`src/btr_pkg.sv`:
```
// btr_pkg: constants, types and helpers for the blocked 8x8 transpose engine
// no dependencies; imported by every module and interface of the block

package btr_pkg;

	localparam int TILE       = 8;
	localparam int K_W        = $clog2(TILE);
	localparam int MAX_BLOCKS = 512;
	localparam int BLK_W      = $clog2(MAX_BLOCKS) + 1;
	localparam int IDX_W      = $clog2(MAX_BLOCKS);
	localparam int ELEM_W     = 64;
	localparam int OFF_W      = 24;
	localparam int ROWS_W     = BLK_W + K_W;
	localparam int POS_W      = IDX_W + K_W;
	localparam int CFG_IDX_W  = 2;
	localparam int NBANK      = 2;

	localparam logic [CFG_IDX_W-1:0] REG_ROW_BLOCKS = CFG_IDX_W'(0);
	localparam logic [CFG_IDX_W-1:0] REG_COL_BLOCKS = CFG_IDX_W'(1);

	typedef logic [ELEM_W-1:0] elem_t;

	typedef struct packed {
		logic [OFF_W-1:0]  base;
		logic [ROWS_W-1:0] rows;
		logic              mlast;
	} tile_meta_t;

	typedef struct packed {
		logic            valid;
		logic [K_W-1:0]  k;
		tile_meta_t      meta;
	} rd_req_t;

	// zero counts as one block, anything past the limit is clamped
	function automatic logic [BLK_W-1:0] eff_blocks(input logic [BLK_W-1:0] v);
		logic [BLK_W-1:0] r;
		r = v;
		if (v == '0)
			r = BLK_W'(1);
		else if (v > BLK_W'(MAX_BLOCKS))
			r = BLK_W'(MAX_BLOCKS);
		return r;
	endfunction

endpackage

```
`src/btr_lane.sv`:
```
// btr_lane: one tile row held in a ping-pong pair of 8-word banks
// depends on btr_pkg; eight copies sit in blocked_transpose_8x8

module btr_lane import btr_pkg::*; (
	input  logic                     clk,
	input  logic                     wr_en,
	input  logic [$clog2(NBANK)-1:0] wr_bank,
	input  elem_t                    wr_row [TILE],
	input  logic [$clog2(NBANK)-1:0] rd_bank,
	input  logic [K_W-1:0]           rd_k,
	output elem_t                    rd_data
);

	elem_t mem_q [NBANK][TILE];

	always_ff @(posedge clk) begin
		if (wr_en) begin
			for (int c = 0; c < TILE; c++)
				mem_q[wr_bank][c] <= wr_row[c];
		end
	end

	assign rd_data = mem_q[rd_bank][rd_k];

endmodule

```
`config.mk`:
```
export PLATFORM = sky130hd
export DESIGN_NAME = btr_lane
export DESIGN_NICKNAME = d
export VERILOG_FILES = /design/src/btr_pkg.sv /design/src/btr_lane.sv
export SDC_FILE = /design/constraint.sdc
export NUM_CORES = 1
export LEC_CHECK = 0
export ABC_CLOCK_PERIOD_IN_PS = 36600
export BUFFER_PORTS_ARGS = -buffer_cell sky130_fd_sc_hd__buf_2
export CAP_MARGIN = 10
export CORE_AREA = 10 10 264 316
export CTS_BUF_LIST = sky130_fd_sc_hd__clkbuf_8
export CTS_CLUSTER_SIZE = 20
export DETAILED_ROUTE_END_ITERATION = 8
export DIE_AREA = 0 0 274 326
export PLACE_DENSITY_LB_ADDON = 0.1
export SLEW_MARGIN = 15
export SYNTH_ARGS = -nofsm -noshare
export SYNTH_HDL_FRONTEND = slang
export SYNTH_SLANG_ARGS = --single-unit
```
`constraint.sdc`:
```
create_clock -name clk -period 36.6 [get_ports clk]
set_clock_uncertainty 0.15 [all_clocks]
set_input_delay 1.83 -clock clk [delete_from_list [all_inputs] [get_ports clk]]
set_output_delay 1.83 -clock clk [all_outputs]
set_load 0.02 [all_outputs]
```
==> metrics.md <==
| Metric | Value |
|---|---|
| Status | `finished clean` |
| Worst slack at placement | `between 20 and 30 ns` |
| Hold path cells | `1` |
| Largest net degree at the start of global routing | `between 150 and 200` |
| H-tree depth | `4` |
| # fillers | `about 5,800` |
| Starting Density | `0.495` |
| Mapped Cells | `1,562` |
| Startpoint types | `primary input` |
| Iter 0 DRT Violations | `roughly 1,600` |
| CP required | `between 30 and 40 ns` |
| HPWL after detailed placement | `between 60,000 and 70,000 um` |
| Hold crit path type | `in2reg` |
| RSZ-0062 raised after global routing | `no` |
| Clock slew at reported path FFs | `0.06 ns` |
| Biggest register | `mem_q` |
| # resized after CTS | `0` |
| Hold path start | `wr_row[466]` |
| Maxcap violations | `0` |
| Vias in the first global route | `around 21,000` |
| Post-route setup TNS | `0 ns` |
| Final Hold Viols | `0` |
| Yosys warnings | `0` |
| P_sw | `about 540 uW` |
| Worst path arrival time | `around 5.6 ns` |
| # rows | `between 100 and 150` |
| Root buffer cell | `clkbuf_8` |
| Synth Net Count | `~2,100` |
| Die Wd | `between 200 and 300 um` |
| Largest register FFs | `slightly above 1,000` |
| Worst-path fanout max | `87` |
| Die Ht | `roughly 330 um` |
| Yosys top cell by area | `edfxtp_1` |
| Syn-to-layout area delta | `18.0%` |
| Distinct cells, synth | `12` |
| Ports | `about 580` |
| TritonRoute pass-1 iters | `5` |
| Sw Share | `0.224` |
| Via/cell ratio | `about 5.6` |
| Worst Hold End | `mem_q[0][466]$_DFFE_PP_` |
| Synth top area share | `0.805` |
| Gate power share | `0.079` |
| Buf/Inv on CP | `4` |
| RePlAce Congestion | `slightly below 0.8` |
| Num Clock Sinks | `approximately 1,000` |
| Power Dens Cells | `between 50 and 60 nW/um^2` |
| First-pass GRT wire length | `about 140,000 um` |
| Register area share after synthesis | `0.805` |
| Critical path's slowest cell | `buf_4` |
| Pleak | `between 15 and 20 nW` |
| Layout cells sized above 1 | `0.444` |
| Part of the power in registers | `0.578` |
| Min Hold Slack | `approximately 1.1 ns` |
| Crit-path cells | `buf_8 -> buf_4 -> buf_4 -> mux4_2 -> a22oi_1 -> nand2_1 -> buf_2` |
| Core Region | `~77,000 um^2` |
| CTS Buffer Depth | `3` |
| Delay-heaviest family, CP | `buffers and inverters` |
| Routed WL | `roughly 95,000 um` |
| Synthesized area | `approximately 38,000 um^2` |
| Fin crit period | `roughly 7.6 ns` |
| Synth Register Bits | `about 1,000` |
| Total Routing Usage GR | `0.213` |
| Endpoints failing setup | `0` |
| Via count | `about 19,000` |
| Avg WL per Cell | `27.7 um` |
| Die area | `89,300 um^2` |
| Cell repeated most along the worst path | `buf_4` |
| Cts bufs inserted | `about 160` |
| Setup crit end kind | `output pin` |
| Largest regs | `mem_q: 1024 flops` |
| Final worst slack | `roughly 29 ns` |
| Number of remaining DRC errors | `0` |
| CP peak stage delay | `between 0.8 and 0.9 ns` |
| Avg Synthesized Cell Area | `24.5 um^2` |
| Hold Buf Count CTS | `0` |
| Cell-internal power | `1.88 mW` |
| Top post-synthesis cells by area | `edfxtp_1, mux4_2, a22oi_1` |
| FMAX | `~130 MHz` |
| WS Path Type | `in2out` |
| Post-layout nets | `between 2,000 and 3,000` |
| VDD IR-drop max | `between 0.00003 and 0.00004 V` |
| PortBufs | `roughly 580` |
| ANT nets after route | `0` |
| Final period util | `0.207` |
| Clock group share of total power | `0.343` |
| Slew @ Worst Pin | `1.10 ns` |
| Grt ovf | `0` |
| Setup repair bufs after CTS | `0` |
| CTS tree | `done` |
| Max-slew headroom | `0.269` |
| Initial antenna violation count | `95` |
| Final slew viol count | `0` |
## final cells by class
class,instances,area [um^2],area share
timing repair buffer,608,3140,0.0697
clock inverter,111,479,0.0106
sequential,1024,30700,0.682
multi-input combinational,454,7040,0.156
clock buffer,163,2240,0.0498
tap,1026,1280,0.0285
antenna,53,133,0.00294
## routing by layer
| metal | track usage | vias to the layer above | wire (um) | share of wire |
|---|---|---|---|---|
| met3 | 0.0972 | 224 | 10300 | 0.11 |
| li1 | - | 8239 | - | - |
| met1 | 0.244 | 9922 | 33300 | 0.35 |
| met5 | 0 | - | 530 | 0.0056 |
| met4 | 0.0833 | 84 | 2310 | 0.024 |
| met2 | 0.346 | 729 | 48900 | 0.51 |
## cell families (layout without fill, tap and decap cells)
family          after synthesis  count (layout)  share of synthesized area
compound gates              128             128                     0.0252
other cells                   0              53                          0
buf+inv                      84             882                     0.0118
simple gates                 70              70                    0.00721
mux                         256             256                      0.151
flops                      1024            1024                      0.805
## power by group through the flow
| stage | Combinational (mW) | Sequential [mW] | Clock, mW |
|---|---|---|---|
| floorplan | 0.115 | 1.45 | 0 |
| global placement | 0.192 | 1.42 | 0 |
| detailed placement | 0.196 | 1.42 | 0 |
| CTS | 0.196 | 1.40 | 0.857 |
| global route | 0.207 | 1.41 | 0.910 |
| finish | 0.191 | 1.40 | 0.830 |
## worst max path at each step
stage,slack (ns),to,depth (start not counted),from
final,29.01,rd_data[33],7,rd_bank
after global routing,28.54,rd_data[33],7,rd_bank
after global placement,28.80,rd_data[26],7,rd_bank
after floorplan,10.56,mem_q[0][0]$_DFFE_PP_,1,wr_bank
after detailed placement,28.83,rd_data[26],7,rd_bank
after CTS,28.82,rd_data[26],7,rd_bank
## cells in the mapped netlist (all sizes together)
cell type and instances:
edfxtp 1024, nor2 1, mux4 256, buf 46, nand2 64, nor2b 3
a22oi 128, and2 2, clkbuf 38
## layout by cell type (no fill, tap or decap)
cell type	instances
inv_1	70
clkinv_2	4
nor2_4	1
diode_2	53
inv_6	3
buf_12	1
clkinv_1	26
mux4_2	256
and2_4	2
buf_8	2
inv_8	1
buf_4	25
clkbuf_8	163
clkinv_8	1
nor2b_4	3
a22oi_1	128
clkinvlp_4	6
nand2_1	64
buf_2	580
edfxtp_1	1024
## stage by stage
stage | power, mW | cell area [um^2] | cells | util
final | 2.42 | 45100 | 3439 | 0.584
after detailed placement | 1.62 | 42200 | 3112 | 0.547
after global placement | 1.61 | 42200 | 3112 | 0.547
after CTS | 2.45 | 44900 | 3386 | 0.582
after global routing | 2.52 | 45000 | 3409 | 0.583
after floorplan | 1.56 | 38200 | 1562 | -
Power figures use the tool's default switching activity.
