File: src/btr_pkg.sv
// btr_pkg: constants, types and helpers for the blocked 8x8 transpose engine
// no dependencies; imported by every module and interface of the block

package btr_pkg;

	localparam int TILE       = 8;
	localparam int K_W        = $clog2(TILE);
	localparam int MAX_BLOCKS = 512;
	localparam int BLK_W      = $clog2(MAX_BLOCKS) + 1;
	localparam int IDX_W      = $clog2(MAX_BLOCKS);
	localparam int ELEM_W     = 64;
	localparam int OFF_W      = 24;
	localparam int ROWS_W     = BLK_W + K_W;
	localparam int POS_W      = IDX_W + K_W;
	localparam int CFG_IDX_W  = 2;
	localparam int NBANK      = 2;

	localparam logic [CFG_IDX_W-1:0] REG_ROW_BLOCKS = CFG_IDX_W'(0);
	localparam logic [CFG_IDX_W-1:0] REG_COL_BLOCKS = CFG_IDX_W'(1);

	typedef logic [ELEM_W-1:0] elem_t;

	typedef struct packed {
		logic [OFF_W-1:0]  base;
		logic [ROWS_W-1:0] rows;
		logic              mlast;
	} tile_meta_t;

	typedef struct packed {
		logic            valid;
		logic [K_W-1:0]  k;
		tile_meta_t      meta;
	} rd_req_t;

	// zero counts as one block, anything past the limit is clamped
	function automatic logic [BLK_W-1:0] eff_blocks(input logic [BLK_W-1:0] v);
		logic [BLK_W-1:0] r;
		r = v;
		if (v == '0)
			r = BLK_W'(1);
		else if (v > BLK_W'(MAX_BLOCKS))
			r = BLK_W'(MAX_BLOCKS);
		return r;
	endfunction

endpackage

File: src/btr_if.sv


interface btr_cfg_if import btr_pkg::*; ();
	logic                 valid;
	logic                 ready;
	logic [CFG_IDX_W-1:0] index;
	logic [BLK_W-1:0]     data;

	modport source (output valid, index, data, input ready);
	modport sink (input valid, index, data, output ready);
endinterface

File: src/btr_pos.sv
// btr_pos: block count registers, tile position counters and tile base offset
// depends on btr_pkg

module btr_pos import btr_pkg::*; (
	input  logic           clk,
	input  logic           arst_n,
	btr_cfg_if.sink        cfg,
	input  logic           in_fire,
	output logic [K_W-1:0] row,
	output logic           tile_done,
	output tile_meta_t     meta
);

	logic [BLK_W-1:0]  row_blocks_q, col_blocks_q;
	logic [K_W-1:0]    row_q;
	logic [IDX_W-1:0]  rbi_q, cbi_q;
	logic [BLK_W-1:0]  rb, cb;
	logic              last_col, last_row;
	logic [POS_W-1:0]  i_min, j_min;
	logic [OFF_W:0]    prod;

	assign cfg.ready = 1'b1;

	assign rb       = eff_blocks(row_blocks_q);
	assign cb       = eff_blocks(col_blocks_q);
	assign last_col = ({1'b0, cbi_q} + BLK_W'(1)) >= cb;
	assign last_row = ({1'b0, rbi_q} + BLK_W'(1)) >= rb;
	assign i_min    = {rbi_q, K_W'(0)};
	assign j_min    = {cbi_q, K_W'(0)};
	assign prod     = (OFF_W+1)'(j_min) * (OFF_W+1)'(meta.rows);

	assign meta.rows  = {rb, K_W'(0)};
	assign meta.base  = prod[OFF_W-1:0] + OFF_W'(i_min);
	assign meta.mlast = last_col && last_row;

	assign row       = row_q;
	assign tile_done = in_fire && (row_q == K_W'(TILE - 1));

	always_ff @(posedge clk or negedge arst_n) begin
		if (!arst_n) begin
			row_blocks_q <= BLK_W'(1);
			col_blocks_q <= BLK_W'(1);
		end else if (cfg.valid) begin
			if (cfg.index == REG_ROW_BLOCKS)
				row_blocks_q <= cfg.data;
			else if (cfg.index == REG_COL_BLOCKS)
				col_blocks_q <= cfg.data;
		end
	end

	always_ff @(posedge clk or negedge arst_n) begin
		if (!arst_n) begin
			row_q <= '0;
			rbi_q <= '0;
			cbi_q <= '0;
		end else if (in_fire) begin
			row_q <= row_q + K_W'(1);
			if (tile_done) begin
				if (last_col) begin
					cbi_q <= '0;
					rbi_q <= last_row ? '0 : rbi_q + IDX_W'(1);
				end else begin
					cbi_q <= cbi_q + IDX_W'(1);
				end
			end
		end
	end

endmodule

File: src/flat_wrapper.sv
// flat-port wrapper written by rule: the top's interface ports become plain ports
module btr_pos_flat import btr_pkg::*;
  (clk, arst_n, in_fire, row, tile_done, meta, cfg_valid, cfg_index, cfg_data, cfg_ready);
  btr_cfg_if cfg_i ();
  input  logic clk;
  input  logic arst_n;
  input  logic in_fire;
  output logic [K_W-1:0] row;
  output logic tile_done;
  output tile_meta_t meta;
  input wire logic [$bits(cfg_i.valid)-1:0] cfg_valid;
  input wire logic [$bits(cfg_i.index)-1:0] cfg_index;
  input wire logic [$bits(cfg_i.data)-1:0] cfg_data;
  output wire logic [$bits(cfg_i.ready)-1:0] cfg_ready;
  assign cfg_i.valid = cfg_valid;
  assign cfg_i.index = cfg_index;
  assign cfg_i.data = cfg_data;
  assign cfg_ready = cfg_i.ready;
  btr_pos u_core (.clk(clk), .arst_n(arst_n), .cfg(cfg_i), .in_fire(in_fire), .row(row), .tile_done(tile_done), .meta(meta));
endmodule
File: config.mk
export PLATFORM = sky130hd
export DESIGN_NAME = btr_pos_flat
export DESIGN_NICKNAME = d
export VERILOG_FILES = /design/src/btr_pkg.sv /design/src/btr_if.sv /design/src/btr_pos.sv /design/src/flat_wrapper.sv
export SDC_FILE = /design/constraint.sdc
export NUM_CORES = 1
export LEC_CHECK = 0
export ABC_AREA = 1
export BUFFER_PORTS_ARGS = -buffer_cell sky130_fd_sc_hd__buf_2
export CORE_AREA = 5 5 118 120
export DETAILED_ROUTE_END_ITERATION = 12
export DIE_AREA = 0 0 123 125
export GPL_TIMING_DRIVEN = 0
export PLACE_DENSITY = 0.68
export RECOVER_POWER = 25
export SLEW_MARGIN = 10
export SYNTH_ARGS = -nofsm -noshare
export SYNTH_HDL_FRONTEND = slang
export SYNTH_SLANG_ARGS = --single-unit
File: constraint.sdc
create_clock -name clk -period 10.52 [get_ports clk]
set_clock_uncertainty 0.05 [all_clocks]
set_input_delay 1.052 -clock clk [delete_from_list [all_inputs] [get_ports clk]]
set_output_delay 1.052 -clock clk [all_outputs]
set_load 0.005 [all_outputs]
==> impl_metrics.yaml, run 1 <==
outcome:
  failed_checks: "capacitance limit, slew limit"
  status: "finished, violations left"
detailed_routing:
  dr.first_iter.drc_count: 245
  drt_pass1_iterations: 4
  drt_wl_total_microns: 13500
  ant_nets: 0
  route.detailed.drc: 0
  vias_per_cell: 4.74
  avgRoutedWirePerCell_microns: 12.2
  vias: 5253
layout:
  fin_util_pct: 52.9
  final_net_count: 1072
  n_antenna_cell: 0
  area_growth_pct: 10.4
  drive_gt1_share_pct: 11.1
global_routing:
  grt_usage_pct: 18.6
  antenna_found_initial: 0
  grt_start_max_net_pins: 42
  grt_pass1_wl_microns: 23500
  grt_pass1_vias: 5077
  overflow: 0
placement:
  portBuffers: 51
  place_ws_ns: 3.64
  place.gp.congestion: 0.922
  post-dp-hpwl_microns: 11500
setup_path:
  cpMostUsedCell: "inv_1"
  r2r_start: "u_core.row_blocks_q[4]"
  worstReg2RegEnd: "u_core.rbi_q[3]"
  worstPathArrival_ns: 6.02
  worst-path-stages: 29
  path_delay_family: "adder cells"
  reg2regPathDepth: 16
  crit_path_top_delay_cell: "fa_1"
  end_kind: "primary output"
  critPathMaxFanout: 6
  cp-startpoint: "u_core.row_blocks_q[4]"
  cp_num_buf_inv: 7
  critPathKind: "flop to primary output"
  cp-start-kind: "flop"
  regToRegSetupSlack_ns: 7.12
  endpoint: "meta[37]"
  cp.required_ns: 9.42
  cpPeakStageDelay_ns: 0.54
min_path:
  hold_path_depth: 2
  hp-class: "flop to flop"
floorplan:
  die_x_microns: 123
  core-area_sq_mm: 0.0129
  placementRows: 42
  io_pins: 59
  die_area_sq_mm: 0.0154
  die_h_microns: 125
  start_util_pct: 47.9
yosys:
  ys.flop_type: "dfrtp_1"
  synth_top_area_cell: "fa_1"
  ys_types: 41
  synthTopCellsByArea: "fa_1, dfrtp_1, ha_1"
  synth.cell_area_sq_mm: 0.00617
  ys_seq_area_share_pct: 16.7
  synth-seq-cells: 41
  synth-edff-count: 0
  yosys-top-cells-count: "nand2_1, inv_1, nor2_1"
  synth.most_common_cell: "nand2_1"
  synth.avg_cell_area_sq_um: 7.10
  synth_warnings: 0
  yosysTopAreaCellShare_pct: 18.5
  netlist_instances: 869
  ys_async_sr_fraction_pct: 100
pwr:
  ir_drop_v: 0.000140
  p_leak_nw: 3.87
  power_density_mw_per_mm2: 249
sta:
  fin_crit_sh_pct: 67.7
  fin_ws_ns: 3.40
  rsz0062_at_grt: "false"
  tns_ns: 0
  post-route-min-period_ns: 7.12
  hold_ws_ns: 0.434
  hold_viol_final: 0
  worst_pin_slew_ns: 2.23
  setup_violations: 0
  slew_headroom_pct: -49.0
  finalMaxSlewViolations: 42
  max_freq_mhz: 140
clocking:
  clockBufferDepth: 2
  clk_pin_slew_ns: 0.07
  htreeDepth: 2
  clock-sinks: 41
  cts_hold_buf: 0
  cts_tree: "done"
  cts_buffers: 5
  cts_setup_buffers: 0
  ctsResizeCount: 0
  clockRootBuffer: "clkbuf_16"
  worstSkewPairLatency_ns: 0.30
run:
  drv_cap: 1
-- through the flow --
stage	cell area, sq um	power (mW)	instances
after floorplan	6190	1.22	874
after global placement	6670	1.54	1101
after detailed placement	6670	1.56	1101
after CTS	6820	1.72	1109
after global routing	6820	1.93	1109
final	6820	1.70	1109
-- power by group --
group / internal, mW / switching, mW / leakage [nW]
Combinational: 0.490 / 0.777 / 3.29
Sequential: 0.207 / 0.0578 / 0.510
Clock: 0.0914 / 0.0733 / 0.0767
-- area by class of cell --
| cell class | instances | area [sq um] |
|---|---|---|
| sequential | 41 | 1030 |
| multi-input combinational | 626 | 4340 |
| inverter | 184 | 696 |
| tap | 176 | 220 |
| timing repair buffer | 51 | 251 |
| clock inverter | 3 | 28.8 |
| fill | 1309 | 6060 |
| clock buffer | 5 | 125 |
| buffer | 23 | 125 |
-- worst min-delay path by stage --
stage | start | end | slack [ns]
6_report | u_core.row_blocks_q[3] | u_core.row_blocks_q[3] | 0.43
5_1_grt | u_core.row_blocks_q[4] | u_core.row_blocks_q[4] | 0.47
4_1_cts | u_core.row_blocks_q[1] | u_core.row_blocks_q[1] | 0.44
3_5_place_dp | u_core.row_blocks_q[1] | u_core.row_blocks_q[1] | 0.42
3_3_place_gp | u_core.row_blocks_q[1] | u_core.row_blocks_q[1] | 0.42
2_1_floorplan | u_core.row_blocks_q[1] | u_core.row_blocks_q[1] | 0.40
-- layout by cell type, fill, tap and decap left out, drive strengths merged --
master,count
a31oi,2
nand3b,6
fa,57
inv,182
o21bai,1
buf,59
o211ai,2
a21o,1
a21boi,1
nor4,3
and2,1
dfstp,2
nand2,236
nor2,108
mux2,2
xnor2,5
xor2,18
o21a,2
clkinv,5
nand4,6
clkbuf,20
o22ai,8
ha,67
nand3,29
dfrtp,39
o21ai,32
conb,7
o2111ai,2
a21oi,22
nor3b,1
nor3,7
-- registers in the layout, summed over array words and instances (netlist names) --
register / cells
u_core.cbi_q: 9
u_core.col_blocks_q: 10
u_core.rbi_q: 9
u_core.row: 3
u_core.row_blocks_q: 10
-- worst reg2reg max path, stage by stage (launching register included) --
cell       delay [ns]
dfrtp_1          0.38
inv_1            0.08
nand4_1          0.10
nor3_1           0.14
nand3_1          0.11
inv_1            0.06
nor2_1           0.07
nor2_1           0.49
inv_1            0.31
ha_1             0.36
nand2_1          0.06
nor2_1           0.08
nand4_1          0.08
o2111ai_1        0.65
nor2_1           0.08
nand2_1          0.09
o21ai_0          0.08
-- kinds of logic (layout without fill, tap and decap cells) --
kind of cell               count (synthesis)  in the layout  synth area share, %
and+or+nand+nor                          397            397                 27.6
buffers and inverters                    207            266                 13.3
adders and majority gates                124            124                 32.1
AOI/OAI and AO/OA                         73             73                 6.59
DFF                                       41             41                 16.7
xor gates and xnor gates                  23             23                 3.26
other                                      2              7                0.122
muxes                                      2              2                0.365
-- routing by layer --
| metal | GRT usage, % | share of wire [%] |
|---|---|---|
| met1 | 25.5 | 46 |
| met2 | 31.6 | 49 |
| met3 | 1.31 | 3.1 |
| met4 | 5.47 | 1.8 |
| met5 | 0 | 0 |
No activity file was read; power rests on OpenSTA's default activity.
==> inputs of run 2 (changes only) <==
Settings changed: ABC_AREA 1 to 0, CORE_AREA 5 5 118 120 to 5 5 117 119, DIE_AREA 0 0 123 125 to 0 0 122 124.
Clock period 10.52 ns to 7.2 ns, I/O delays scaled along.
==> run 2 against run 1 <==
Net effect: the run still ends with capacitance limit, slew limit left; worst setup slack worse by 3.1 ns; global-route usage hardly changed; die area shrank 1.6%; via count shrank 7.2%; register-to-register slack got worse by 3.5 ns; clock-buffer cell count is the same; routed wire length decreased by 0.32%; sequential cell count is the same; hold slack improved by 0.021 ns; area after synthesis down 1.4%; synthesized cell count shrank 20%; critical endpoint is now meta[36].
==> impl_metrics.yaml, run 2 <==
run:
  drv_cap: 1
clocking:
  clock-sinks: 41
  cts_buffers: 5
  clockRootBuffer: "clkbuf_16"
  worstSkewPairLatency_ns: 0.28
  clockBufferDepth: 2
  htreeDepth: 2
  cts_hold_buf: 0
  cts_tree: "done"
  clk_pin_slew_ns: 0.06
detailed_routing:
  dr.first_iter.drc_count: 275
  ant_nets: 0
  vias_per_cell: 5.21
  route.detailed.drc: 0
  drt_wl_total_microns: 13400
  vias: 4875
  avgRoutedWirePerCell_microns: 14.4
  drt_pass1_iterations: 4
floorplan:
  io_pins: 59
  die_h_microns: 124
  die_x_microns: 122
  placementRows: 41
  die_area_sq_mm: 0.0151
  start_util_pct: 48.8
  core-area_sq_mm: 0.0125
outcome:
  failed_checks: "capacitance limit, slew limit"
  status: "finished, violations left"
setup_path:
  regToRegSetupSlack_ns: 3.64
  worstPathArrival_ns: 6.08
  cpPeakStageDelay_ns: 0.55
  path_cells: "nor4_1 > a21oi_1 > nor2_4 > nand2_1 > fa_1 > fa_1 > inv_1 > fa_1 > inv_1 > fa_1 > inv_1 > ha_1 > a21oi_2 > o21ai_0 > o21ai_0 > nor4b_4 > nand4_2 > nor4_1 > xnor2_1 > buf_2"
  endpoint: "meta[36]"
  cp-start-kind: "flop"
  r2r_start: "u_core.cbi_q[2]"
  critPathMaxFanout: 6
  cp-startpoint: "u_core.row_blocks_q[4]"
  cpMostUsedCell: "fa_1"
  critPathKind: "flop to primary output"
  crit_path_top_delay_cell: "fa_1"
  end_kind: "primary output"
  worstReg2RegEnd: "u_core.rbi_q[6]"
  cp.required_ns: 6.43
  reg2regPathDepth: 13
sta:
  max_freq_mhz: 146
  post-route-min-period_ns: 6.85
  hold_ws_ns: 0.455
  hold_viol_final: 0
  setup_violations: 0
  worst_pin_slew_ns: 2.20
  tns_ns: 0
  fin_crit_sh_pct: 95.2
  rsz0062_at_grt: "false"
  finalMaxSlewViolations: 42
  slew_headroom_pct: -46.8
global_routing:
  overflow: 0
  grt_pass1_vias: 4946
  grt_start_max_net_pins: 42
  grt_pass1_wl_microns: 23300
  grt_usage_pct: 18.6
  antenna_found_initial: 0
pwr:
  ir_drop_v: 0.000170
  power_density_mw_per_mm2: 272
  p_leak_nw: 3.42
  finalPower_mw: 1.84
min_path:
  hp-class: "flop to flop"
yosys:
  ys_async_sr_fraction_pct: 100
  synthTopCellsByArea: "fa_1, dfrtp_1, ha_1"
  synth_top_area_cell: "fa_1"
  ys_seq_area_share_pct: 16.9
  yosys-top-cells-count: "nand2_1, inv_1, ha_1"
  synth.cell_area_sq_mm: 0.00608
  synth.most_common_cell: "nand2_1"
  netlist_instances: 696
  synth-seq-cells: 41
  yosysTopAreaCellShare_pct: 18.8
  synth-edff-count: 0
  ys.flop_type: "dfrtp_1"
  synth.avg_cell_area_sq_um: 8.74
  synth_warnings: 0
  ys_types: 62
layout:
  fin_cells: 935
  n_antenna_cell: 0
  final_net_count: 902
  layout_common_cells: "nand2_1, inv_1, ha_1, fa_1, and2_1"
  nFillCells: 1182
  final_common_cell: "nand2_1"
  drive_gt1_share_pct: 15.3
  area_growth_pct: 11.4
  fin_util_pct: 54.4
  reg_top3: "u_core.col_blocks_q: 10 flops, u_core.row_blocks_q: 10 flops"
placement:
  place.gp.congestion: 0.880
  post-dp-hpwl_microns: 11000
  post-place-cells: 924
  portBuffers: 51
[run 2: logic make-up after synthesis]
family	count (synthesis)	share of synthesized area, %
flip-flops	41	16.9
other	2	0.123
AND/OR/NAND/NOR	249	21.6
AO/OA/AOI/OAI	87	9.42
XOR/XNOR	41	6.15
adder cells (fa/ha/maj)	124	32.5
multiplexers	22	4.05
buffers and inverters	130	9.19
[run 2: report_power, final]
| part | switching, mW | leakage [nW] | internal [mW] |
|---|---|---|---|
| Combinational | 0.697 | 2.84 | 0.565 |
| Sequential | 0.0477 | 0.497 | 0.275 |
| Clock | 0.0948 | 0.0800 | 0.164 |
[run 2: repair_timing]
| item | CTS | global route |
|---|---|---|
| pin swaps | 0 | 1 |
| gates resized for setup | 2 | 2 |
| endpoints found under the setup margin | 3 | 2 |
| gates cloned | 0 | 0 |
| setup buffers | 0 | 4 |
[run 2: worst min path at each step]
stage	start	endpoint	slack [ns]	cells after the start
after floorplan	arst_n	u_core.cbi_q[0]	0.37	0
after global routing	u_core.row[0]	u_core.row[0]	0.50	1
final	u_core.row[0]	u_core.row[0]	0.46	1
after global placement	u_core.row[0]	u_core.row[0]	0.43	1
after CTS	u_core.row[0]	u_core.row[0]	0.47	1
after detailed placement	u_core.row[0]	u_core.row[0]	0.45	1
[run 2: area by class of cell]
class	instances	area (sq um)	share of cell area, %
clock buffers	5	125	1.85
flip-flops and latches	41	1030	15.2
repair buffers	55	283	4.17
multi-input cells	530	4520	66.7
plain buffers	41	226	3.34
inverters	88	330	4.87
clock inverters	3	46.3	0.683
well taps	172	215	3.18
[run 2: through the flow]
stage	setup WS (ns)	cell area, sq um
after floorplan	1.11	6100
after global placement	0.100	6570
after detailed placement	0.0364	6570
after CTS	0.137	6750
after global routing	0.0244	6780
final	0.345	6780
[run 2: worst max-delay path, delay by kind of cell, from the launching register on]
family,cells,cell delay (ns)
compound gates,4,0.91
xor+xnor,1,0.16
fa+ha+maj,5,2.50
buf+inv,4,0.28
flops,1,0.39
simple gates,6,1.56
[run 2: metal layers]
| metal | vias up | GRT usage (%) | share of wire [%] |
|---|---|---|---|
| met4 | 0 | 3.36 | 1.5 |
| met3 | 24 | 2.09 | 3.7 |
| li1 | 2393 | - | - |
| met2 | 115 | 33.3 | 49 |
| met1 | 2343 | 24.7 | 46 |
| met5 | - | 0 | 0 |
