--- src/btr_pkg.sv ---
// btr_pkg: constants, types and helpers for the blocked 8x8 transpose engine
// no dependencies; imported by every module and interface of the block

package btr_pkg;

	localparam int TILE       = 8;
	localparam int K_W        = $clog2(TILE);
	localparam int MAX_BLOCKS = 512;
	localparam int BLK_W      = $clog2(MAX_BLOCKS) + 1;
	localparam int IDX_W      = $clog2(MAX_BLOCKS);
	localparam int ELEM_W     = 64;
	localparam int OFF_W      = 24;
	localparam int ROWS_W     = BLK_W + K_W;
	localparam int POS_W      = IDX_W + K_W;
	localparam int CFG_IDX_W  = 2;
	localparam int NBANK      = 2;

	localparam logic [CFG_IDX_W-1:0] REG_ROW_BLOCKS = CFG_IDX_W'(0);
	localparam logic [CFG_IDX_W-1:0] REG_COL_BLOCKS = CFG_IDX_W'(1);

	typedef logic [ELEM_W-1:0] elem_t;

	typedef struct packed {
		logic [OFF_W-1:0]  base;
		logic [ROWS_W-1:0] rows;
		logic              mlast;
	} tile_meta_t;

	typedef struct packed {
		logic            valid;
		logic [K_W-1:0]  k;
		tile_meta_t      meta;
	} rd_req_t;

	// zero counts as one block, anything past the limit is clamped
	function automatic logic [BLK_W-1:0] eff_blocks(input logic [BLK_W-1:0] v);
		logic [BLK_W-1:0] r;
		r = v;
		if (v == '0)
			r = BLK_W'(1);
		else if (v > BLK_W'(MAX_BLOCKS))
			r = BLK_W'(MAX_BLOCKS);
		return r;
	endfunction

endpackage

--- src/btr_if.sv ---


interface btr_out_if import btr_pkg::*; ();
	logic             valid;
	logic             ready;
	elem_t            out_0;
	elem_t            out_1;
	elem_t            out_2;
	elem_t            out_3;
	elem_t            out_4;
	elem_t            out_5;
	elem_t            out_6;
	elem_t            out_7;
	logic [OFF_W-1:0] dest_offset;
	logic             tile_last;
	logic             matrix_last;

	modport source (output valid, out_0, out_1, out_2, out_3, out_4, out_5, out_6, out_7,
		dest_offset, tile_last, matrix_last, input ready);
	modport sink (input valid, out_0, out_1, out_2, out_3, out_4, out_5, out_6, out_7,
		dest_offset, tile_last, matrix_last, output ready);
endinterface


--- src/btr_merge.sv ---
// btr_merge: gathers one column from the eight lanes with its offset and end marks
// into the output register; depends on btr_pkg and btr_out_if

module btr_merge import btr_pkg::*; (
	input  logic    clk,
	input  logic    arst_n,
	input  rd_req_t rd,
	input  elem_t   lane_data [TILE],
	output logic    adv,
	btr_out_if.source dst
);

	logic                  valid_q;
	logic [2*K_W+ROWS_W:0] kr;
	logic [OFF_W-1:0]      off;

	assign adv = rd.valid && (!valid_q || dst.ready);
	assign kr  = (2*K_W+ROWS_W+1)'(rd.k) * (2*K_W+ROWS_W+1)'(rd.meta.rows);
	assign off = rd.meta.base + OFF_W'(kr);

	assign dst.valid = valid_q;

	always_ff @(posedge clk or negedge arst_n) begin
		if (!arst_n)
			valid_q <= 1'b0;
		else if (adv)
			valid_q <= 1'b1;
		else if (dst.ready)
			valid_q <= 1'b0;
	end

	always_ff @(posedge clk) begin
		if (adv) begin
			dst.out_0       <= lane_data[0];
			dst.out_1       <= lane_data[1];
			dst.out_2       <= lane_data[2];
			dst.out_3       <= lane_data[3];
			dst.out_4       <= lane_data[4];
			dst.out_5       <= lane_data[5];
			dst.out_6       <= lane_data[6];
			dst.out_7       <= lane_data[7];
			dst.dest_offset <= off;
			dst.tile_last   <= (rd.k == K_W'(TILE - 1));
			dst.matrix_last <= (rd.k == K_W'(TILE - 1)) && rd.meta.mlast;
		end
	end

endmodule

--- src/flat_wrapper.sv ---
// flat-port wrapper written by rule: the top's interface ports become plain ports
module btr_merge_flat import btr_pkg::*;
  (clk, arst_n, rd, lane_data, adv, dst_valid, dst_out_0, dst_out_1, dst_out_2, dst_out_3, dst_out_4, dst_out_5, dst_out_6, dst_out_7, dst_dest_offset, dst_tile_last, dst_matrix_last, dst_ready);
  btr_out_if dst_i ();
  input  logic clk;
  input  logic arst_n;
  input  rd_req_t rd;
  input  elem_t lane_data[TILE];
  output logic adv;
  output wire logic [$bits(dst_i.valid)-1:0] dst_valid;
  output wire logic [$bits(dst_i.out_0)-1:0] dst_out_0;
  output wire logic [$bits(dst_i.out_1)-1:0] dst_out_1;
  output wire logic [$bits(dst_i.out_2)-1:0] dst_out_2;
  output wire logic [$bits(dst_i.out_3)-1:0] dst_out_3;
  output wire logic [$bits(dst_i.out_4)-1:0] dst_out_4;
  output wire logic [$bits(dst_i.out_5)-1:0] dst_out_5;
  output wire logic [$bits(dst_i.out_6)-1:0] dst_out_6;
  output wire logic [$bits(dst_i.out_7)-1:0] dst_out_7;
  output wire logic [$bits(dst_i.dest_offset)-1:0] dst_dest_offset;
  output wire logic [$bits(dst_i.tile_last)-1:0] dst_tile_last;
  output wire logic [$bits(dst_i.matrix_last)-1:0] dst_matrix_last;
  input wire logic [$bits(dst_i.ready)-1:0] dst_ready;
  assign dst_valid = dst_i.valid;
  assign dst_out_0 = dst_i.out_0;
  assign dst_out_1 = dst_i.out_1;
  assign dst_out_2 = dst_i.out_2;
  assign dst_out_3 = dst_i.out_3;
  assign dst_out_4 = dst_i.out_4;
  assign dst_out_5 = dst_i.out_5;
  assign dst_out_6 = dst_i.out_6;
  assign dst_out_7 = dst_i.out_7;
  assign dst_dest_offset = dst_i.dest_offset;
  assign dst_tile_last = dst_i.tile_last;
  assign dst_matrix_last = dst_i.matrix_last;
  assign dst_i.ready = dst_ready;
  btr_merge u_core (.clk(clk), .arst_n(arst_n), .rd(rd), .lane_data(lane_data), .adv(adv), .dst(dst_i));
endmodule
--- config.mk ---
export PLATFORM = sky130hd
export DESIGN_NAME = btr_merge_flat
export DESIGN_NICKNAME = d
export VERILOG_FILES = /design/src/btr_pkg.sv /design/src/btr_if.sv /design/src/btr_merge.sv /design/src/flat_wrapper.sv
export SDC_FILE = /design/constraint.sdc
export NUM_CORES = 1
export LEC_CHECK = 0
export BUFFER_PORTS_ARGS = -buffer_cell sky130_fd_sc_hd__buf_2
export CORE_AREA = 5 5 424 426
export CTS_CLUSTER_DIAMETER = 50
export DETAILED_ROUTE_END_ITERATION = 6
export DIE_AREA = 0 0 429 431
export GPL_TIMING_DRIVEN = 1
export PLACE_DENSITY = 0.32
export SYNTH_ARGS = -nofsm -noshare
export SYNTH_HDL_FRONTEND = slang
export SYNTH_SLANG_ARGS = --single-unit
--- constraint.sdc ---
create_clock -name clk -period 18.8 [get_ports clk]
set_input_delay 1.88 -clock clk [delete_from_list [all_inputs] [get_ports clk]]
set_output_delay 1.88 -clock clk [all_outputs]
set_load 0.05 [all_outputs]
==> impl_metrics.py, run 1 <==
metrics = {
    "timing": {
        "relSlewSlack_pct": 28.59,
        "rsz0062_at_grt": "false",
        "setup_slack_ns": 13.63,
        "hold_viol": 0,
        "fin_setup_tns_ns": 0,
        "setup_viol": 0,
        "worst_slew_pin_slew_ns": 1.071,
        "fin_crit_ns": 5.173,
        "fmax_ghz": 0.1933,
        "period_share_pct": 27.52,
        "drv_slew": 0,
        "skew_ns": 0.02692,
    },
    "yosys": {
        "netlist_area_mm2": 0.01813,
        "synth_enable_flop_cells": 538,
        "synth_cell_types": 36,
        "synth_seq_cells": 539,
        "ys_seq_area_share_pct": 89.24,
        "async_flop_share_pct": 0.1855,
        "synth_cells": 802,
        "synth-main-ff-cell": "edfxtp_1",
        "syn_avg_cell_area_um2": 22.61,
        "ys_warn_count": 0,
        "synth_fp_nets": 1403,
    },
    "grt": {
        "use_met1_pct": 13.71,
        "grt_pass1_wl_um": 142700,
        "track_usage_pct": 11.83,
        "grt_max_degree": 140,
        "grt_antenna_before_repair": 109,
        "top_usage_layer": "met2",
        "grt_util_met3_pct": 4.190,
        "grt_pass1_vias": 13122,
        "grt_overflow": 0,
        "grtUsageMet2_pct": 20.72,
    },
    "final_layout": {
        "mostFrequentLayoutCells": "buf_2 (1096), edfxtp_1 (538), clkbuf_16 (98)",
        "drive_above_1_share_pct": 60.65,
        "fin_cells": 4433,
        "fillers": 19419,
        "num-nets-final": 2600,
        "final_common_cell": "buf_2",
        "areaGrowthSynthToFinish_pct": 64.88,
        "final_util_pct": 17.05,
    },
    "pwr": {
        "p_comb_share_pct": 15.0,
        "leakage_nw": 12.12,
        "swShare_pct": 30.01,
        "p_seq_share_pct": 37.9,
        "intPower_w": 0.002667,
        "clockPowerShare_pct": 47.1,
        "p_total_w": 0.003811,
        "ir_drop_mv": 0.06511,
        "power_density_mw_per_mm2": 127.5,
        "netSwitchingPower_w": 0.001144,
    },
    "floorplanning": {
        "die_w_um": 429,
        "core_mm2": 0.1753,
        "pin_count": 1097,
        "dieArea_mm2": 0.1849,
        "die_y_um": 431,
        "initial_core_util_pct": 10.34,
        "rows": 154,
    },
    "clock_tree": {
        "clock_latency_ns": 0.69,
        "ctsHoldBuffers": 0,
        "cts.sinks": 539,
        "clk_pin_slew_ns": 0.06,
        "htreeDepth": 3,
        "cts_tree": "yes",
        "cts_resized": 0,
        "cts_setup_buffers": 0,
        "cts_buffer_depth": 3,
        "ctsRootBufferMaster": "clkbuf_16",
        "cts_made_buffers": 96,
    },
    "setup_path": {
        "cp_data_arrival_time_ns": 3.29,
        "cp-end-kind": "primary output",
        "crit_path_max_fanout": 69,
        "startpoint_type": "input port",
        "required_ns": 16.92,
        "critical_path_class": "input port to primary output",
    },
    "job": {
        "drv_cap": 0,
    },
    "drt": {
        "drc_errors": 0,
        "dr.first_iter.drc_count": 834,
        "num_vias": 12906,
        "ant_nets": 0,
        "wl_per_cell_um": 25.87,
        "routed_wl_um": 114700,
        "viasPerCell": 2.911,
        "firstDrtPassIters": 4,
    },
    "worst_hold_path": {
        "hp-class": "register to register",
    },
    "place": {
        "dp_cells": 4241,
        "hpwl_um": 96950,
        "portBuffers": 1096,
        "place.gp.congestion": 0.8845,
        "post-place-ws_ns": 13.07,
    },
    "outcome": {
        "status": "finished, final reports clean",
    },
}
per-stage QoR:
step / hold slack (ns) / instance area, um^2
2_1_floorplan: 0.7896 / 18130
3_3_place_gp: 0.5355 / 26600
3_5_place_dp: 0.5151 / 26600
4_1_cts: 0.5320 / 29850
5_1_grt: 0.5863 / 29860
6_report: 0.5409 / 29900
final timing paths:
path / startpoint / endpoint / slack, ns / cells past startpoint
worst max-delay path: dst_ready / adv / 13.63 / 4
worst min-delay path: u_core.dst.valid / u_core.dst.valid / 0.54 / 2
worst max register to register: u_core.dst.valid / u_core.dst.out_2[30] / 14.76 / 5
worst min register to register: u_core.dst.valid / u_core.dst.valid / 0.54 / 2
max in group asynchronous: arst_n / u_core.dst.valid / 17.73 / 1
min in group asynchronous: arst_n / u_core.dst.valid / 0.97 / 1
power groups by stage:
stage	combinational (W)	sequential [W]	clock, W
6_report	0.000572	0.00144	0.00179
5_1_grt	0.000606	0.00145	0.00192
4_1_cts	0.000592	0.00145	0.00187
3_5_place_dp	0.000590	0.00147	0
3_3_place_gp	0.000592	0.00147	0
2_1_floorplan	0.000109	0.00175	0
cell usage after synthesis, types with 2 or more instances:
| master | number | area (um^2) |
|---|---|---|
| edfxtp_1 | 538 | 16160 |
| inv_1 | 67 | 251.5 |
| and2_1 | 38 | 237.7 |
| fa_1 | 25 | 500.5 |
| ha_1 | 19 | 237.7 |
| nand2_1 | 18 | 67.56 |
| a21oi_1 | 13 | 65.06 |
| xor2_1 | 11 | 96.34 |
| nor2_1 | 10 | 37.54 |
| xnor2_1 | 9 | 78.83 |
| a21o_1 | 5 | 37.54 |
| a31oi_1 | 5 | 31.28 |
| nand3_1 | 5 | 25.02 |
| o21ai_1 | 5 | 25.02 |
| o21a_1 | 4 | 30.03 |
| and3_1 | 3 | 18.77 |
| clkbuf_1 | 3 | 11.26 |
| o21ai_0 | 3 | 15.01 |
| nand2b_1 | 2 | 12.51 |
| nand4_1 | 2 | 12.51 |
| nor3b_1 | 2 | 15.01 |
kinds of logic (layout without fill, tap and decap cells):
logic type,count (synthesis),in the layout,synth area share (%)
simple gates,85,85,2.608
other cells,0,17,0
compound gates,43,43,1.642
buf+inv,71,1345,1.477
flops,539,539,89.24
xor+xnor,20,20,0.9661
fa+ha+maj,44,44,4.071
layout make-up:
class	count	area (um^2)	share of cell area [%]
well taps	2340	2928	9.793
flip-flops and latches	539	16180	54.12
multi-input cells	192	1687	5.642
clock buffers	110	2497	8.354
clock inverters	65	759.5	2.540
diodes	17	42.54	0.1423
repair buffers	1103	5550	18.57
inverters	67	251.5	0.8412
routing by layer:
layer	wire length, um	share of wire (%)
met3	10330	9.0
met5	264	0.23
met1	43630	38
met2	58000	51
met4	2453	2.1
state kept, by name, indices dropped and copies added (netlist names):
register and flops:
u_core.dst.tile_last 1, u_core.dst.matrix_last 1, u_core.dst.out_4 64, u_core.dst.out_2 64, u_core.dst.out_3 64, u_core.dst.out_1 64, u_core.dst.out_5 64, u_core.dst.out_6 64
u_core.dst.valid 1, u_core.dst.dest_offset 24, u_core.dst.out_7 64, u_core.dst.out_0 64
worst max-delay path: stages:
cell and delay (ns):
buf_2 0.09, nand2b_1 0.13, and2_4 0.78, buf_2 0.41
Note: power is estimated with default switching activity, not from simulation.
==> inputs of run 2 (changes only) <==
--- a/config.mk
+++ b/config.mk
@@ -6,12 +6,12 @@
 export NUM_CORES = 1
 export LEC_CHECK = 0
 export BUFFER_PORTS_ARGS = -buffer_cell sky130_fd_sc_hd__buf_2
-export CORE_AREA = 5 5 424 426
+export CORE_AREA = 5 5 420 422
 export CTS_CLUSTER_DIAMETER = 50
 export DETAILED_ROUTE_END_ITERATION = 6
-export DIE_AREA = 0 0 429 431
+export DIE_AREA = 0 0 425 427
 export GPL_TIMING_DRIVEN = 1
-export PLACE_DENSITY = 0.32
+export PLACE_DENSITY = 0.33
 export SYNTH_ARGS = -nofsm -noshare
 export SYNTH_HDL_FRONTEND = slang
 export SYNTH_SLANG_ARGS = --single-unit
==> constraint.sdc (replaced) <==
create_clock -name clk -period 4.15 [get_ports clk]
set_input_delay 0.415 -clock clk [delete_from_list [all_inputs] [get_ports clk]]
set_output_delay 0.415 -clock clk [all_outputs]
set_load 0.05 [all_outputs]
==> impl_metrics.py, run 2 (synthesis gave the netlist of run 1 again) <==
metrics = {
    "grt": {
        "grt_antenna_before_repair": 95,
        "grt_overflow": 0,
        "grt_max_degree": 128,
        "track_usage_pct": 12.57,
        "grt_pass1_wl_um": 151100,
        "grt_pass1_vias": 15552,
    },
    "clock_tree": {
        "ctsRootBufferMaster": "clkbuf_16",
        "clock_latency_ns": 0.70,
        "cts_made_buffers": 99,
        "htreeDepth": 3,
        "cts_tree": "yes",
        "cts.sinks": 539,
        "cts_buffer_depth": 3,
        "clk_pin_slew_ns": 0.05,
        "cts_setup_buffers": 0,
    },
    "timing": {
        "worst_slew_pin_slew_ns": 0.8992,
        "fin_crit_ns": 3.086,
        "period_share_pct": 74.36,
        "rsz0062_at_grt": "false",
        "fmax_ghz": 0.3241,
        "fin_setup_tns_ns": 0,
        "relSlewSlack_pct": 40.05,
        "hold_viol": 0,
        "skew_ns": 0.05403,
        "drv_slew": 0,
        "setup_slack_ns": 1.064,
        "setup_viol": 0,
    },
    "setup_path": {
        "cp-end-kind": "register",
        "crit_chain": "buf_2 -> and2_1 -> fa_1 -> inv_1 -> fa_1 -> inv_1 -> ha_1 -> a21o_1 -> a31oi_1 -> a21oi_1 -> a31oi_1 -> o21ai_1 -> xor2_1",
        "reg2reg_from": "u_core.dst.valid",
        "critical_path_class": "input port to register",
        "ff2ff_path_depth": 3,
        "r2r_setup_slack_ns": 2.08,
        "crit_path_max_fanout": 14,
        "cp_data_arrival_time_ns": 3.52,
        "required_ns": 4.58,
        "slowest_delay_ns": 0.54,
        "critical-path-top-delay-family": "adder cells",
        "startpoint_type": "input port",
        "critPathSlowestCell": "fa_1",
        "r2r_end": "u_core.dst.out_5[43]",
        "cp_num_buf_inv": 3,
    },
    "worst_hold_path": {
        "min_to": "u_core.dst.dest_offset[16]",
        "whs_path_depth": 2,
        "hp-class": "input port to register",
        "hold_start": "rd[30]",
    },
    "final_layout": {
        "mostFrequentLayoutCells": "buf_2 (1096), edfxtp_1 (538), dlygate4sd3_1 (523)",
        "areaGrowthSynthToFinish_pct": 94.66,
        "num-nets-final": 3131,
        "drive_above_1_share_pct": 48.99,
        "final_util_pct": 20.44,
        "final_common_cell": "buf_2",
        "fin_area_mm2": 0.03530,
    },
    "drt": {
        "viasPerCell": 2.987,
        "firstDrtPassIters": 5,
        "ant_nets": 0,
        "routed_wl_um": 120700,
        "wl_per_cell_um": 24.21,
        "drc_errors": 0,
        "dr.first_iter.drc_count": 947,
        "num_vias": 14889,
    },
    "pwr": {
        "netSwitchingPower_w": 0.005533,
        "intPower_w": 0.01222,
        "power_density_mw_per_mm2": 502.9,
        "p_total_w": 0.01775,
        "ir_drop_mv": 0.3047,
        "p_seq_share_pct": 36.8,
        "swShare_pct": 31.17,
        "p_comb_share_pct": 17.4,
        "clockPowerShare_pct": 45.7,
        "leakage_nw": 14.37,
    },
    "place": {
        "post-place-ws_ns": 0.2725,
        "place.gp.congestion": 0.8857,
        "hpwl_um": 100200,
        "portBuffers": 1096,
        "dpl_cell_area_mm2": 0.02664,
    },
    "floorplanning": {
        "core_mm2": 0.1727,
        "pin_count": 1097,
        "dieArea_mm2": 0.1815,
        "die_w_um": 425,
        "rows": 153,
        "initial_core_util_pct": 10.50,
        "die_y_um": 427,
    },
    "job": {
        "drv_cap": 0,
    },
    "outcome": {
        "status": "finished, final reports clean",
    },
}
run 2: cell count changes in the layout (fill, tap and decap cells not counted), moves of 3 or more:
cell           before  now
dlygate4sd3_1       0  523
diode_2            17   45
inv_8               5   15
bufinv_16          11    5
clkinv_4            3    8
inv_6              15   19
buf_4               6    9
clkinv_1           13   10
clkinv_2            6    9
inv_16              3    0
run 2: cell type report:
cell class              instances  area [um^2]
well taps                    2325         2909
diodes                         45        112.6
inverters                      67        251.5
clock buffers                 110         2540
repair buffers               1631        10850
flip-flops and latches        539        16180
fillers                     18782       137400
clock inverters                76        767.0
multi-input cells             192         1687
run 2: worst max path at each step:
stage,start,cells after the start,to,slack (ns)
finish,rd[40],13,u_core.dst.dest_offset[18],1.06
detailed placement,rd[40],13,u_core.dst.dest_offset[18],0.27
CTS,rd[40],13,u_core.dst.dest_offset[18],1.06
global route,rd[40],11,u_core.dst.dest_offset[21],0.89
global placement,rd[40],13,u_core.dst.dest_offset[18],0.26
floorplan,u_core.dst.valid,2,u_core.dst.dest_offset[0],-0.77
run 2: repair_timing:
item / in CTS / in global routing
resized for setup: 0 / 0
endpoints found under the hold margin: 521 / 0
hold buffers: 523 / 0
run 2: power by group through the flow:
stage	sequential (W)	clock, W	combinational, W
finish	0.00654	0.00812	0.00310
global route	0.00657	0.00868	0.00328
CTS	0.00654	0.00848	0.00320
detailed placement	0.00664	0	0.00273
global placement	0.00665	0	0.00273
floorplan	0.00778	0	0.000495
run 2: metal layers:
layer / global-route usage, % / up-vias / routed length, um
li1: - / 6630 / -
met1: 15.38 / 7330 / 48430
met2: 21.51 / 727 / 59540
met3: 3.740 / 186 / 9334
met4: 3.380 / 16 / 3276
met5: 0 / - / 98
run 2: stage by stage:
step                      hold slack (ns)  instances
after detailed placement           0.1981       4231
final                             0.09277       4985
after CTS                        0.002345       4940
after global routing              0.05040       4954
after floorplan                    0.1194        802
after global placement             0.2030       4231
